**src/sv/assert_macros.svh**
```systemverilog
// Assertion macros for the compositor RTL, used by tipc_unpremul.
// Expects clk_i and rst_ni in the scope of each use.
`ifndef ASSERT_MACROS_SVH
`define ASSERT_MACROS_SVH

// Same-cycle property, checked out of reset only.
`define TIPC_ASSERT(lbl, prop, msg) \
  lbl: assert property (@(posedge clk_i) disable iff (!rst_ni) (prop)) else $error(msg);

// Antecedent now, consequent in the cycle after.
`define TIPC_ASSERT_NEXT(lbl, ante, cons, msg) \
  lbl: assert property (@(posedge clk_i) disable iff (!rst_ni) (ante) |=> (cons)) else $error(msg);

`endif

```
**src/sv/tipc_pkg.sv**
```systemverilog
// Package for the tinted icon pixel compositor: types, register codes and
// shared arithmetic helpers. No dependencies.
package tipc_pkg;

  localparam int NumChan      = 3;
  localparam int DivStages    = 4;
  localparam int BitsPerStage = 2;

  typedef enum logic [1:0] {
    REG_TINT_COLOR    = 2'd0,
    REG_TINT_STRENGTH = 2'd1,
    REG_ICON_OPACITY  = 2'd2
  } cfg_reg_e;

  typedef struct packed {
    logic [23:0] tint_color;
    logic [7:0]  tint_strength;
    logic [7:0]  icon_opacity;
  } cfg_t;

  typedef struct packed {
    logic [31:0] src;
    logic [31:0] dst;
  } pair_t;

  // Record carried through the un-premultiply divider.
  typedef struct packed {
    logic                         skip;
    logic [31:0]                  dst;
    logic [7:0]                   a;
    logic                         div_en;
    logic [NumChan-1:0][7:0]      col;
    logic [NumChan-1:0]           ovf;
    logic [NumChan-1:0][15:0]     rem;
    logic [NumChan-1:0][7:0]      quo;
  } div_t;

  typedef struct packed {
    logic                    skip;
    logic [31:0]             dst;
    logic [7:0]              a;
    logic [NumChan-1:0][7:0] col;
  } norm_t;

  typedef struct packed {
    logic                    skip;
    logic [31:0]             dst;
    logic [7:0]              fa;
    logic [NumChan-1:0][7:0] col;
  } tint_t;

  typedef struct packed {
    logic [31:0] blended;
    logic        we;
  } res_t;

  typedef struct packed {
    logic [15:0] rem;
    logic        qbit;
  } dstep_t;

  // Truncating x/255, exact for x up to 255*255.
  function automatic logic [7:0] div255(logic [15:0] x);
    logic [16:0] s;
    s = {1'b0, x} + {9'h000, x[15:8]} + 17'd1;
    return s[15:8];
  endfunction

  // One restoring-division step against den shifted left by sh.
  function automatic dstep_t div_step(logic [15:0] rem, logic [7:0] den, logic [2:0] sh);
    logic [15:0] d;
    dstep_t      r;
    d = {8'h00, den} << sh;
    if (rem >= d) begin
      r.rem  = rem - d;
      r.qbit = 1'b1;
    end else begin
      r.rem  = rem;
      r.qbit = 1'b0;
    end
    return r;
  endfunction

endpackage

```
**src/sv/tipc_if.sv**
```systemverilog
// Valid/ready channel interfaces for the compositor's pixel input and result.
// No dependencies.
interface tipc_in_if;
  logic        valid;
  logic        ready;
  logic [31:0] source_pixel;
  logic [31:0] dest_pixel;

  modport source (output valid, source_pixel, dest_pixel, input ready);
  modport sink   (input valid, source_pixel, dest_pixel, output ready);
endinterface

interface tipc_out_if;
  logic        valid;
  logic        ready;
  logic [31:0] blended_pixel;
  logic        write_enable;

  modport source (output valid, blended_pixel, write_enable, input ready);
  modport sink   (input valid, blended_pixel, write_enable, output ready);
endinterface

```
**src/sv/tipc_unpremul.sv**
```systemverilog
// Source decode and pipelined un-premultiply divider (five stages).
// Depends on tipc_pkg and assert_macros.svh.
`include "assert_macros.svh"

module tipc_unpremul import tipc_pkg::*; (
  input  logic  clk_i,
  input  logic  rst_ni,
  input  logic  in_valid_i,
  output logic  in_ready_o,
  input  pair_t in_data_i,
  output logic  out_valid_o,
  input  logic  out_ready_i,
  output norm_t out_data_o
);

  localparam int NSt = DivStages + 1;

  logic [NSt-1:0] vld_q;
  logic [NSt:0]   ld;
  div_t           s0_d, s0_q;
  div_t           dv_in [DivStages];
  div_t           dv_d [DivStages];
  div_t           dv_q [DivStages];
  div_t           dv_last;
  logic           last_vld, stalled, rem_ok, alpha_ok;

  assign ld[NSt] = out_ready_i;
  for (genvar k = 0; k < NSt; k++) begin : g_ld
    assign ld[k] = !vld_q[k] || ld[k+1];
  end
  assign in_ready_o = ld[0];

  // Feed each divider stage from the register before it.
  assign dv_in[0] = s0_q;
  for (genvar k = 1; k < DivStages; k++) begin : g_dv_in
    assign dv_in[k] = dv_q[k-1];
  end

  // Decode and build the rounded numerators c*255 + a/2.
  always_comb begin
    logic [7:0]  a;
    logic [15:0] n;
    a           = in_data_i.src[31:24];
    s0_d        = '0;
    s0_d.skip   = (in_data_i.src == 32'h0);
    s0_d.dst    = in_data_i.dst;
    s0_d.div_en = (a != 8'h00) && (a != 8'hFF);
    s0_d.a      = (a == 8'h00) ? 8'hFF : a;
    s0_d.col    = in_data_i.src[23:0];
    for (int ch = 0; ch < NumChan; ch++) begin
      n = {s0_d.col[ch], 8'h00} - {8'h00, s0_d.col[ch]} + {9'h000, a[7:1]};
      s0_d.rem[ch] = n;
      s0_d.ovf[ch] = (n >= {a, 8'h00});
    end
  end

  // Two quotient bits per stage, most significant first.
  always_comb begin
    dstep_t     ds;
    logic [2:0] sh;
    for (int j = 0; j < DivStages; j++) begin
      dv_d[j] = dv_in[j];
      for (int ch = 0; ch < NumChan; ch++) begin
        for (int b = 0; b < BitsPerStage; b++) begin
          sh = 3'(7 - BitsPerStage * j - b);
          ds = div_step(dv_d[j].rem[ch], dv_d[j].a, sh);
          dv_d[j].rem[ch]     = ds.rem;
          dv_d[j].quo[ch][sh] = ds.qbit;
        end
      end
    end
  end

  always_ff @(posedge clk_i or negedge rst_ni) begin
    if (!rst_ni) begin
      vld_q <= '0;
    end else begin
      if (ld[0]) begin
        vld_q[0] <= in_valid_i;
      end
      for (int k = 1; k < NSt; k++) begin
        if (ld[k]) begin
          vld_q[k] <= vld_q[k-1];
        end
      end
    end
  end

  always_ff @(posedge clk_i) begin
    if (ld[0]) begin
      s0_q <= s0_d;
    end
    for (int j = 0; j < DivStages; j++) begin
      if (ld[j+1]) begin
        dv_q[j] <= dv_d[j];
      end
    end
  end

  // Clamp on overflow, pass colour through when no divide applies.
  always_comb begin
    out_data_o.skip = dv_q[DivStages-1].skip;
    out_data_o.dst  = dv_q[DivStages-1].dst;
    out_data_o.a    = dv_q[DivStages-1].a;
    for (int ch = 0; ch < NumChan; ch++) begin
      if (!dv_q[DivStages-1].div_en) begin
        out_data_o.col[ch] = dv_q[DivStages-1].col[ch];
      end else if (dv_q[DivStages-1].ovf[ch]) begin
        out_data_o.col[ch] = 8'hFF;
      end else begin
        out_data_o.col[ch] = dv_q[DivStages-1].quo[ch];
      end
    end
  end
  assign out_valid_o = vld_q[NSt-1];

  assign dv_last  = dv_q[DivStages-1];
  assign last_vld = vld_q[NSt-1];
  assign stalled  = last_vld && !out_ready_i;
  assign rem_ok   = !dv_last.div_en || dv_last.ovf[0] || (dv_last.rem[0] < 16'(dv_last.a));
  assign alpha_ok = !dv_last.div_en || (dv_last.a != 8'h00 && dv_last.a != 8'hFF);

  `TIPC_ASSERT(a_rem_below_den, !last_vld || rem_ok, "divider remainder not below alpha")
  `TIPC_ASSERT(a_div_alpha_partial, !last_vld || alpha_ok, "divide on full or zero alpha")
  `TIPC_ASSERT_NEXT(a_hold_stall, stalled, last_vld && $stable(dv_last), "stage moved on stall")

endmodule

```
**src/sv/tipc_tint.sv**
```systemverilog
// Tint blend and opacity scaling (two stages).
// Depends on tipc_pkg.
module tipc_tint import tipc_pkg::*; (
  input  logic  clk_i,
  input  logic  rst_ni,
  input  cfg_t  cfg_i,
  input  logic  in_valid_i,
  output logic  in_ready_o,
  input  norm_t in_data_i,
  output logic  out_valid_o,
  input  logic  out_ready_i,
  output tint_t out_data_o
);

  typedef struct packed {
    logic                     skip;
    logic [31:0]              dst;
    logic                     ten;
    logic [NumChan-1:0][7:0]  col;
    logic [NumChan-1:0][15:0] p1;
    logic [NumChan-1:0][15:0] p2;
    logic [15:0]              pa;
  } t1_t;

  logic                    vld1_q, vld2_q, ld1, ld2;
  t1_t                     t1_d, t1_q;
  tint_t                   t2_d, t2_q;
  logic [NumChan-1:0][7:0] tc;
  logic [7:0]              inv_s;

  assign ld2        = !vld2_q || out_ready_i;
  assign ld1        = !vld1_q || ld2;
  assign in_ready_o = ld1;
  assign tc         = cfg_i.tint_color;
  assign inv_s      = 8'hFF - cfg_i.tint_strength;

  // Form the weighted products.
  always_comb begin
    t1_d.skip = in_data_i.skip;
    t1_d.dst  = in_data_i.dst;
    t1_d.ten  = (cfg_i.tint_strength != 8'h00);
    t1_d.col  = in_data_i.col;
    t1_d.pa   = {8'h00, in_data_i.a} * {8'h00, cfg_i.icon_opacity};
    for (int ch = 0; ch < NumChan; ch++) begin
      t1_d.p1[ch] = {8'h00, in_data_i.col[ch]} * {8'h00, inv_s};
      t1_d.p2[ch] = {8'h00, tc[ch]} * {8'h00, cfg_i.tint_strength};
    end
  end

  // Sum and divide; drop a source whose scaled alpha comes out zero.
  always_comb begin
    t2_d.dst  = t1_q.dst;
    t2_d.fa   = div255(t1_q.pa);
    t2_d.skip = t1_q.skip || (t2_d.fa == 8'h00);
    for (int ch = 0; ch < NumChan; ch++) begin
      t2_d.col[ch] = t1_q.ten ? div255(t1_q.p1[ch] + t1_q.p2[ch]) : t1_q.col[ch];
    end
  end

  always_ff @(posedge clk_i or negedge rst_ni) begin
    if (!rst_ni) begin
      vld1_q <= 1'b0;
      vld2_q <= 1'b0;
    end else begin
      if (ld1) begin
        vld1_q <= in_valid_i;
      end
      if (ld2) begin
        vld2_q <= vld1_q;
      end
    end
  end

  always_ff @(posedge clk_i) begin
    if (ld1) begin
      t1_q <= t1_d;
    end
    if (ld2) begin
      t2_q <= t2_d;
    end
  end

  assign out_valid_o = vld2_q;
  assign out_data_o  = t2_q;

endmodule

```
**src/sv/tipc_over.sv**
```systemverilog
// Premultiply and source-over composite onto the destination (two stages).
// Depends on tipc_pkg.
module tipc_over import tipc_pkg::*; (
  input  logic  clk_i,
  input  logic  rst_ni,
  input  logic  in_valid_i,
  output logic  in_ready_o,
  input  tint_t in_data_i,
  output logic  out_valid_o,
  input  logic  out_ready_i,
  output res_t  out_data_o
);

  typedef struct packed {
    logic                     skip;
    logic [31:0]              dst;
    logic [7:0]               fa;
    logic [NumChan-1:0][15:0] pc;
    logic [3:0][15:0]         pd;
  } t3_t;

  logic             vld3_q, vld4_q, ld3, ld4;
  t3_t              t3_d, t3_q;
  res_t             t4_d, t4_q;
  logic [7:0]       inv_a;
  logic [3:0][7:0]  dch;

  assign ld4        = !vld4_q || out_ready_i;
  assign ld3        = !vld3_q || ld4;
  assign in_ready_o = ld3;
  assign inv_a      = 8'hFF - in_data_i.fa;
  assign dch        = in_data_i.dst;

  always_comb begin
    t3_d.skip = in_data_i.skip;
    t3_d.dst  = in_data_i.dst;
    t3_d.fa   = in_data_i.fa;
    for (int ch = 0; ch < NumChan; ch++) begin
      t3_d.pc[ch] = {8'h00, in_data_i.col[ch]} * {8'h00, in_data_i.fa};
    end
    for (int ch = 0; ch < 4; ch++) begin
      t3_d.pd[ch] = {8'h00, dch[ch]} * {8'h00, inv_a};
    end
  end

  // Keep the low byte of each channel sum; pass the destination on a skip.
  always_comb begin
    logic [3:0][7:0] px;
    px[3] = t3_q.fa + div255(t3_q.pd[3]);
    for (int ch = 0; ch < NumChan; ch++) begin
      px[ch] = div255(t3_q.pc[ch]) + div255(t3_q.pd[ch]);
    end
    t4_d.we      = !t3_q.skip;
    t4_d.blended = t3_q.skip ? t3_q.dst : px;
  end

  always_ff @(posedge clk_i or negedge rst_ni) begin
    if (!rst_ni) begin
      vld3_q <= 1'b0;
      vld4_q <= 1'b0;
    end else begin
      if (ld3) begin
        vld3_q <= in_valid_i;
      end
      if (ld4) begin
        vld4_q <= vld3_q;
      end
    end
  end

  always_ff @(posedge clk_i) begin
    if (ld3) begin
      t3_q <= t3_d;
    end
    if (ld4) begin
      t4_q <= t4_d;
    end
  end

  assign out_valid_o = vld4_q;
  assign out_data_o  = t4_q;

endmodule

```
**src/sv/tinted_icon_pixel_composite.sv**
```systemverilog
// Top level of the tinted icon pixel compositor: configuration registers and
// the three pipeline segments. Depends on tipc_pkg, tipc_if, tipc_unpremul,
// tipc_tint and tipc_over.
//
//   channel   direction  handshake      payload
//   pix_in    sink       valid/ready    source_pixel[31:0], dest_pixel[31:0]
//   pix_out   source     valid/ready    blended_pixel[31:0], write_enable
//   cfg       write      cfg_we_i       cfg_idx_i[1:0], cfg_data_i[23:0]
//
// One transaction is taken per cycle while pix_out is not stalled. Nine
// register stages: decode, four divider stages (two quotient bits each), tint
// products, tint/opacity divide, composite products, composite sum.
// Reset clears valid bits and loads the register reset values.
// Each stage advances when empty or when the stage after it advances, so a
// stall at pix_out fills bubbles first and then holds every stage in place.
module tinted_icon_pixel_composite import tipc_pkg::*; (
  input  logic             clk_i,
  input  logic             rst_ni,
  input  logic             cfg_we_i,
  input  logic [1:0]       cfg_idx_i,
  input  logic [23:0]      cfg_data_i,
  tipc_in_if.sink          pix_in,
  tipc_out_if.source       pix_out
);

  cfg_t  cfg_q;
  pair_t in_pair;
  norm_t norm;
  tint_t tinted;
  res_t  res;
  logic  norm_vld, norm_rdy, tint_vld, tint_rdy;

  // Register writes; an unused index is dropped.
  always_ff @(posedge clk_i or negedge rst_ni) begin
    if (!rst_ni) begin
      cfg_q.tint_color    <= 24'h000000;
      cfg_q.tint_strength <= 8'h00;
      cfg_q.icon_opacity  <= 8'hFF;
    end else if (cfg_we_i) begin
      case (cfg_reg_e'(cfg_idx_i))
        REG_TINT_COLOR:    cfg_q.tint_color    <= cfg_data_i;
        REG_TINT_STRENGTH: cfg_q.tint_strength <= cfg_data_i[7:0];
        REG_ICON_OPACITY:  cfg_q.icon_opacity  <= cfg_data_i[7:0];
        default: ;
      endcase
    end
  end

  assign in_pair.src = pix_in.source_pixel;
  assign in_pair.dst = pix_in.dest_pixel;

  // Normalise alpha and un-premultiply the colour.
  tipc_unpremul u_unpremul (
    .clk_i       (clk_i),
    .rst_ni      (rst_ni),
    .in_valid_i  (pix_in.valid),
    .in_ready_o  (pix_in.ready),
    .in_data_i   (in_pair),
    .out_valid_o (norm_vld),
    .out_ready_i (norm_rdy),
    .out_data_o  (norm)
  );

  // Blend toward the tint colour and scale alpha by the opacity.
  tipc_tint u_tint (
    .clk_i       (clk_i),
    .rst_ni      (rst_ni),
    .cfg_i       (cfg_q),
    .in_valid_i  (norm_vld),
    .in_ready_o  (norm_rdy),
    .in_data_i   (norm),
    .out_valid_o (tint_vld),
    .out_ready_i (tint_rdy),
    .out_data_o  (tinted)
  );

  // Premultiply and composite; the last stage is the output register.
  tipc_over u_over (
    .clk_i       (clk_i),
    .rst_ni      (rst_ni),
    .in_valid_i  (tint_vld),
    .in_ready_o  (tint_rdy),
    .in_data_i   (tinted),
    .out_valid_o (pix_out.valid),
    .out_ready_i (pix_out.ready),
    .out_data_o  (res)
  );

  assign pix_out.blended_pixel = res.blended;
  assign pix_out.write_enable  = res.we;

endmodule

```
**src/flat_wrapper.sv**
```systemverilog
// flat-port wrapper written by rule: the top's interface ports become plain ports
module tinted_icon_pixel_composite_flat import tipc_pkg::*;
  (clk_i, rst_ni, cfg_we_i, cfg_idx_i, cfg_data_i, pix_in_valid, pix_in_source_pixel, pix_in_dest_pixel, pix_in_ready, pix_out_valid, pix_out_blended_pixel, pix_out_write_enable, pix_out_ready);
  tipc_in_if pix_in_i ();
  tipc_out_if pix_out_i ();
  input  logic clk_i;
  input  logic rst_ni;
  input  logic cfg_we_i;
  input  logic [1:0] cfg_idx_i;
  input  logic [23:0] cfg_data_i;
  input wire logic [$bits(pix_in_i.valid)-1:0] pix_in_valid;
  input wire logic [$bits(pix_in_i.source_pixel)-1:0] pix_in_source_pixel;
  input wire logic [$bits(pix_in_i.dest_pixel)-1:0] pix_in_dest_pixel;
  output wire logic [$bits(pix_in_i.ready)-1:0] pix_in_ready;
  output wire logic [$bits(pix_out_i.valid)-1:0] pix_out_valid;
  output wire logic [$bits(pix_out_i.blended_pixel)-1:0] pix_out_blended_pixel;
  output wire logic [$bits(pix_out_i.write_enable)-1:0] pix_out_write_enable;
  input wire logic [$bits(pix_out_i.ready)-1:0] pix_out_ready;
  assign pix_in_i.valid = pix_in_valid;
  assign pix_in_i.source_pixel = pix_in_source_pixel;
  assign pix_in_i.dest_pixel = pix_in_dest_pixel;
  assign pix_in_ready = pix_in_i.ready;
  assign pix_out_valid = pix_out_i.valid;
  assign pix_out_blended_pixel = pix_out_i.blended_pixel;
  assign pix_out_write_enable = pix_out_i.write_enable;
  assign pix_out_i.ready = pix_out_ready;
  tinted_icon_pixel_composite u_core (.clk_i(clk_i), .rst_ni(rst_ni), .cfg_we_i(cfg_we_i), .cfg_idx_i(cfg_idx_i), .cfg_data_i(cfg_data_i), .pix_in(pix_in_i), .pix_out(pix_out_i));
endmodule
```
**config.mk**
```make
export PLATFORM = sky130hd
export DESIGN_NAME = tinted_icon_pixel_composite_flat
export DESIGN_NICKNAME = d
export VERILOG_FILES = /design/src/sv/tipc_pkg.sv /design/src/sv/tipc_if.sv /design/src/sv/tipc_unpremul.sv /design/src/sv/tipc_tint.sv /design/src/sv/tipc_over.sv /design/src/sv/tinted_icon_pixel_composite.sv /design/src/flat_wrapper.sv
export VERILOG_INCLUDE_DIRS = /design/src /design/src/sv
export SDC_FILE = /design/constraint.sdc
export NUM_CORES = 2
export LEC_CHECK = 0
export BUFFER_PORTS_ARGS = -buffer_cell sky130_fd_sc_hd__clkbuf_2
export CORE_MARGIN = 5
export CORE_UTILIZATION = 65
export CTS_CLUSTER_DIAMETER = 150
export DETAILED_ROUTE_END_ITERATION = 12
export GPL_TIMING_DRIVEN = 0
export PLACE_DENSITY = 0.82
export SLEW_MARGIN = 20
export SYNTH_ARGS = -nofsm -noshare
export SYNTH_HDL_FRONTEND = slang
export SYNTH_SLANG_ARGS = --single-unit
```
**constraint.sdc**
```tcl
create_clock -name clk_i -period 15 [get_ports clk_i]
set_input_delay 3 -clock clk_i [delete_from_list [all_inputs] [get_ports clk_i]]
set_output_delay 3 -clock clk_i [all_outputs]
set_load 0.02 [all_outputs]
```
# ---- Word level (Yosys, flattened, before mapping)
# Memory sizes are Yosys's and may differ from the RTL's.
# Index checks and enable logic that the tools add are counted.
dict set report word_totals {
  ff_bits 587
  ramBits 564
  out_inout_bits 35
  n_memories 1
}
dict set report op_classes {
  n_addsub 61
  mul 14
  order_cmp 27
  eq_ne 3
  mux 42
  reduce_logical 30
}
# name depth word_bits read_ports rd_ports_with_merged_regs write_ports line
set mem_list {}
lappend mem_list {u_core.u_unpremul.dv_q 4 141 4 0 4 tipc_unpremul.sv:23} ;# div_t dv_q [DivStages];
# cell n
set op_table {}
lappend op_table {{$mux W17} 24}
lappend op_table {{$mul A8 B8 Y16} 14}
lappend op_table {{$add A16 B1 Y16 const B} 11}
lappend op_table {{$add A16 B8 Y16} 11}
lappend op_table {{$sub A16 B8 Y16} 6}
lappend op_table {{$mux W8} 9}
lappend op_table {{$add A16 B16 Y16} 3}
lappend op_table {{$add A16 B7 Y16} 3}
lappend op_table {{$ge A16 B10 Y1} 3}
lappend op_table {{$ge A16 B11 Y1} 3}
lappend op_table {{$ge A16 B12 Y1} 3}
lappend op_table {{$ge A16 B13 Y1} 3}
lappend op_table {{$ge A16 B14 Y1} 3}
lappend op_table {{$ge A16 B15 Y1} 3}
lappend op_table {{$ge A16 B16 Y1} 3}
lappend op_table {{$ge A16 B8 Y1} 3}
lappend op_table {{$ge A16 B9 Y1} 3}
lappend op_table {{$sub A16 B10 Y16} 3}
lappend op_table {{$sub A16 B11 Y16} 3}
lappend op_table {{$sub A16 B12 Y16} 3}
lappend op_table {{$sub A16 B13 Y16} 3}
lappend op_table {{$sub A16 B14 Y16} 3}
lappend op_table {{$sub A16 B15 Y16} 3}
lappend op_table {{$sub A16 B9 Y16} 3}
lappend op_table {{15 further kinds} 48}

# ---- Longest topological paths before layout
dict set report depth {
  word_depth 11
  depth_mapped 22
  mapped_depth_nobuf 22
}

# ---- By module
# Synthesis repeated with hierarchy kept, for this count alone.
dict set report unflattened {
  cells_unflattened 7448
  hier_area_um2 82646.8
}
# module n_inst cells_per_inst area_per_inst_um2
set by_module_without_submodules {}
lappend by_module_without_submodules {tipc_unpremul 1 2558 31999.4}
lappend by_module_without_submodules {tipc_tint 1 2471 25523.2}
lappend by_module_without_submodules {tipc_over 1 2334 23606.4}
lappend by_module_without_submodules {tinted_icon_pixel_composite 1 85 1517.7}

# ---- Least setup slack after synthesis
# Ideal clock, no wire load.
dict set report synth_path {
  path_type {input -> output}
  startpoint {input port pix_out_ready}
  endpoint {output port pix_in_ready}
  arrival_ns 10.580
  slack_ns 1.420
  stages 6
  cell_sequence {nor2b_1 and2_1 and3_1 nand3_1 nor2_1 nand3_1}
}
dict set report synth_via {
  elab_chain_len 9
}
# element line
set synth_rtl {}
lappend synth_rtl {{from (decl)} flat_wrapper.sv:18} ;# input wire logic [$bits(pix_out_i.ready)-1:0] pix_out_ready;
lappend synth_rtl {{$logic_or A1 B1 Y1} tipc_over.sv:28} ;# assign ld4 = !vld4_q || out_ready_i;
lappend synth_rtl {{$logic_or A1 B1 Y1} tipc_over.sv:29} ;# assign ld3 = !vld3_q || ld4;
lappend synth_rtl {{$logic_or A1 B1 Y1} tipc_tint.sv:31} ;# assign ld2 = !vld2_q || out_ready_i;
lappend synth_rtl {{$logic_or A1 B1 Y1} tipc_tint.sv:32} ;# assign ld1 = !vld1_q || ld2;
lappend synth_rtl {{$logic_or A1 B1 Y1 (2 in a row)} tipc_unpremul.sv:29} ;# assign ld[k] = !vld_q[k] || ld[k+1];
lappend synth_rtl {{net u_core.u_unpremul.ld[3]} tipc_unpremul.sv:19} ;# logic [NSt:0] ld;
lappend synth_rtl {{$logic_or A1 B1 Y1 (3 in a row)} tipc_unpremul.sv:29}
lappend synth_rtl {{to (decl)} flat_wrapper.sv:14} ;# output wire logic [$bits(pix_in_i.ready)-1:0] pix_in_ready;
# The timed path passes the listed nets, and every way through them passes these cells.

# ---- Final worst setup path
# Ends and elaborated chain as after synthesis.

==> run_results.csv <==
group,metric,value,unit
status,run_status,"finished, final reports clean",
final_layout,seqCellArea,31800,um^2
logic_synthesis,synth-compound-area-share,8.17,%
cts,clkLatencyLatePin,0.71,ns
cts,hold_buffers,0,
timing,totalNegativeSetupSlack,0,ns
logic_synthesis,syn_area,81300,um^2
logic_synthesis,synthMostInstantiatedCell,"sky130_fd_sc_hd__inv_1",
floorplan,fp.dieArea,132000,um^2
logic_synthesis,synthXorXnorAreaFrac,4.92,%
timing,layout_worst_path_cycle_share,63.7,%
logic_synthesis,synth_simple_gate_area_share,13.5,%
placed_design,gpl.final_weighted_congestion,0.918,
floorplan,io_pins,130,
timing,fmax,0.105,GHz
flow_run,max_cap_violations,0,
global_routing,overflow,0,
final_layout,final_nets,9168,
logic_synthesis,dominant_combinational_cell_family_by_area_after_synthesis,"adder cells",
floorplan,std_cell_rows,129,
setup_path,criticalPathCategory,"input port to output pin",
final_layout,area_occupied_by_multi_input_gates,45200,um^2
timing,worst-slew-pin-transition,1.35,ns
routing,wire_per_inst,20.4,um
placed_design,dp_hpwl,146000,um
logic_synthesis,post-synth-top-area-fraction,37.6,%
setup_path,path_max_fanout,37,
timing,final-hold-violation-count,0,
routing,drt_drc_violations_left,0,
routing,drtAntennaViolNets,0,
logic_synthesis,synth_top_cells_by_count,"sky130_fd_sc_hd__inv_1, sky130_fd_sc_hd__edfxtp_1, sky130_fd_sc_hd__ha_1",
global_routing,grt_first_pass_wirelength,307000,um
final_layout,share_of_cells_above_drive_strength_1,7.15,%
cts,post_cts_resize_count,0,
cts,cts_tree,"yes",
setup_path,crit_path_cell_trace,"clkbuf_2 -> nor2b_1 -> and2_1 -> and3_1 -> nand3_4 -> nor2_1 -> nand3_4 -> clkbuf_2",
logic_synthesis,netlist_instances,7392,
routing,initial_drc_count,4276,
setup_path,critPathBufInv,2,
timing,rsz0062_at_grt,"false",
setup_path,cp-start-kind,"input port",
timing,max_slew_margin,10.1,%
setup_path,max_stage_delay,0.71,ns
logic_synthesis,number_of_warnings_printed_during_yosys_synthesis,0,
global_routing,grt_pass1_vias,57700,
timing,report.final.slew_viol_count,0,
timing,skew,0.0293,ns
routing,routed_via_density,5.96,
logic_synthesis,synth_edf_count,1018,
floorplan,initial_core_util,65.6,%
logic_synthesis,ys_types,90,
logic_synthesis,avgSynthCellArea,11.0,um^2
global_routing,initial_antenna_violation_count,3,
floorplan,dieHeight,364,um
logic_synthesis,postSynth.topFlopCell,"sky130_fd_sc_hd__edfxtp_1",
logic_synthesis,fraction_of_the_mapped_netlist_area_in_adder_cells,26.9,%
routing,pre_antenna_drt_iters,8,
setup_path,worstSetupEndpointType,"output pin",
logic_synthesis,muxShareOfSynthArea,2.00,%
final_layout,num-fill-cells,8491,
setup_path,worst-endpoint-arrival,6.55,ns
placed_design,port_buffers,129,
logic_synthesis,asyncSetResetFlopFracSynth,4.59,%
global_routing,maximum_number_of_pins_on_one_net_before_global_route_repair,87,
final_layout,area_growth,8.48,%
routing,vias_after_detailed_routing,55900,
cts,clkTransAtPathRegs,0.06,ns
global_routing,groute.usage.overall,29.4,%
cts,numCtsBuffers,110,
logic_synthesis,syn_nets,8913,
cts,cts_buffer_depth,3,
cts,cts_root_buf,"sky130_fd_sc_hd__clkbuf_16",
floorplan,core_area,124000,um^2
logic_synthesis,yosys.area.top_type,"sky130_fd_sc_hd__edfxtp_1",
cts,h_tree_lvls,3,
cts,cts_setup_buffers,0,
floorplan,die_w,364,um
timing,report.final.setup_viol,0,
cts,cts.sinks,1067,
logic_synthesis,synth-seq-area-share,39.1,%
hold_path,min_path_type,"flip-flop to flip-flop",
logic_synthesis,yosys_register_bits,1067,
logic_synthesis,synth_top_cells_by_area,"sky130_fd_sc_hd__edfxtp_1, sky130_fd_sc_hd__ha_1, sky130_fd_sc_hd__fa_1",
setup_path,worst_path_max_delay_cell,"sky130_fd_sc_hd__nor2_1",
routing,finalWirelength,192000,um
setup_path,critPathTopFamily,"simple AND/OR/NAND/NOR gates",
setup_path,worst-endpoint-required,12.00,ns
timing,fin_crit,9.55,ns
-- sequential cells by signal (all words and copies together), names as in the netlist, 5 cells and up --
register	flops
u_core.u_over.t3_q	153
u_core.u_tint.out_data_o	65
u_core.u_over.out_data_o	33
u_core.u_unpremul.dv_q	480
u_core.u_unpremul.dv_d	69
u_core.u_unpremul.dv_in	48
u_core.u_unpremul.vld_q	5
u_core.u_tint.t1_q	170
u_core.cfg_q	40
-- final cells by class --
cell class / instances / share of cell area, %
diodes: 5 / 0.0142
plain buffers: 128 / 0.573
clock buffers: 137 / 3.32
clock inverters: 71 / 0.877
inverters: 1032 / 4.42
multi-input cells: 5165 / 51.3
flip-flops and latches: 1067 / 36.1
well taps: 1637 / 2.32
repair buffers: 143 / 1.11
-- layer usage --
| layer | track usage, % | wire (um) | up-vias |
|---|---|---|---|
| li1 | - | - | 25900 |
| met1 | 38.0 | 75900 | 27300 |
| met2 | 49.4 | 91600 | 2208 |
| met3 | 4.13 | 13500 | 596 |
| met4 | 14.4 | 10700 | 0 |
| met5 | 0 | 0 | - |
-- cells in the final DEF, fill, tap and decap left out, types with 18 or more instances in the layout --
| cell type | count |
|---|---|
| sky130_fd_sc_hd__ha_1 | 891 |
| sky130_fd_sc_hd__o21ai_0 | 247 |
| sky130_fd_sc_hd__inv_1 | 1024 |
| sky130_fd_sc_hd__o41a_1 | 18 |
| sky130_fd_sc_hd__o2111ai_1 | 24 |
| sky130_fd_sc_hd__a21boi_0 | 38 |
| sky130_fd_sc_hd__nand4_1 | 57 |
| sky130_fd_sc_hd__o21bai_1 | 27 |
| sky130_fd_sc_hd__clkbuf_2 | 128 |
| sky130_fd_sc_hd__fa_1 | 535 |
| sky130_fd_sc_hd__o211ai_1 | 18 |
| sky130_fd_sc_hd__mux2_2 | 111 |
| sky130_fd_sc_hd__xor2_1 | 131 |
| sky130_fd_sc_hd__a21oi_1 | 270 |
| sky130_fd_sc_hd__a211oi_1 | 33 |
| sky130_fd_sc_hd__and2_1 | 366 |
| sky130_fd_sc_hd__o31ai_1 | 20 |
| sky130_fd_sc_hd__mux2i_1 | 20 |
| sky130_fd_sc_hd__clkbuf_16 | 112 |
| sky130_fd_sc_hd__and3_1 | 22 |
| sky130_fd_sc_hd__nand2b_1 | 125 |
| sky130_fd_sc_hd__a21o_1 | 99 |
| sky130_fd_sc_hd__or3_1 | 23 |
| sky130_fd_sc_hd__nor2_1 | 505 |
| sky130_fd_sc_hd__o21a_1 | 87 |
| sky130_fd_sc_hd__nor3_1 | 99 |
| sky130_fd_sc_hd__clkbuf_1 | 139 |
| sky130_fd_sc_hd__nor2b_1 | 291 |
| sky130_fd_sc_hd__a31oi_1 | 20 |
| sky130_fd_sc_hd__nor4_1 | 36 |
| sky130_fd_sc_hd__nand3_1 | 82 |
| sky130_fd_sc_hd__xnor2_1 | 326 |
| sky130_fd_sc_hd__dfrtp_1 | 41 |
| sky130_fd_sc_hd__edfxtp_1 | 1018 |
| sky130_fd_sc_hd__clkinv_1 | 18 |
| sky130_fd_sc_hd__clkinv_2 | 21 |
| sky130_fd_sc_hd__nand2_1 | 361 |
| sky130_fd_sc_hd__or2_2 | 58 |
-- final timing paths --
check	end	cells after the start	slack, ns	startpoint
setup / recovery	pix_in_ready	8	5.45	pix_out_ready
hold / removal	u_core.u_unpremul.dv_q[3][123]	0	0.40	u_core.u_unpremul.dv_q[2][123]
hold reg to reg	u_core.u_unpremul.dv_q[3][123]	0	0.40	u_core.u_unpremul.dv_q[2][123]
min in group asynchronous	u_core.u_over.vld3_q	1	2.22	rst_ni
max in group asynchronous	u_core.cfg_q[1]	2	12.14	rst_ni
setup reg to reg	u_core.u_tint.t1_q[111]	19	8.10	u_core.u_unpremul.dv_q[3][99]
-- logic make-up (layout without fill, tap and decap cells) --
family | count (synthesis) | after routing
AO/OA/AOI/OAI | 1029 | 1029
XOR/XNOR | 457 | 457
adder cells (fa/ha/maj) | 1426 | 1426
buffers and inverters | 1160 | 1511
flip-flops | 1067 | 1067
multiplexers | 144 | 144
other | 0 | 5
AND/OR/NAND/NOR | 2109 | 2109
-- per-stage QoR --
| stage | area [um^2] | utilization [%] | std cells | setup WS, ns | hold WS, ns |
|---|---|---|---|---|---|
| after global routing | 88200 | 71.1 | 9380 | 5.18 | 0.420 |
| after detailed placement | 84400 | 68.1 | 9171 | 5.49 | 0.405 |
| after CTS | 88100 | 71.1 | 9379 | 5.44 | 0.411 |
| after floorplan | 81300 | - | 7392 | 1.42 | 0.400 |
| after global placement | 84000 | 67.8 | 9158 | -3.30 | 0.401 |
| final | 88200 | 71.1 | 9385 | 5.45 | 0.400 |
Power is left out: the tool's default activity adds up to more than one toggle a clock period on the data nets, which glitch-free logic cannot reach.
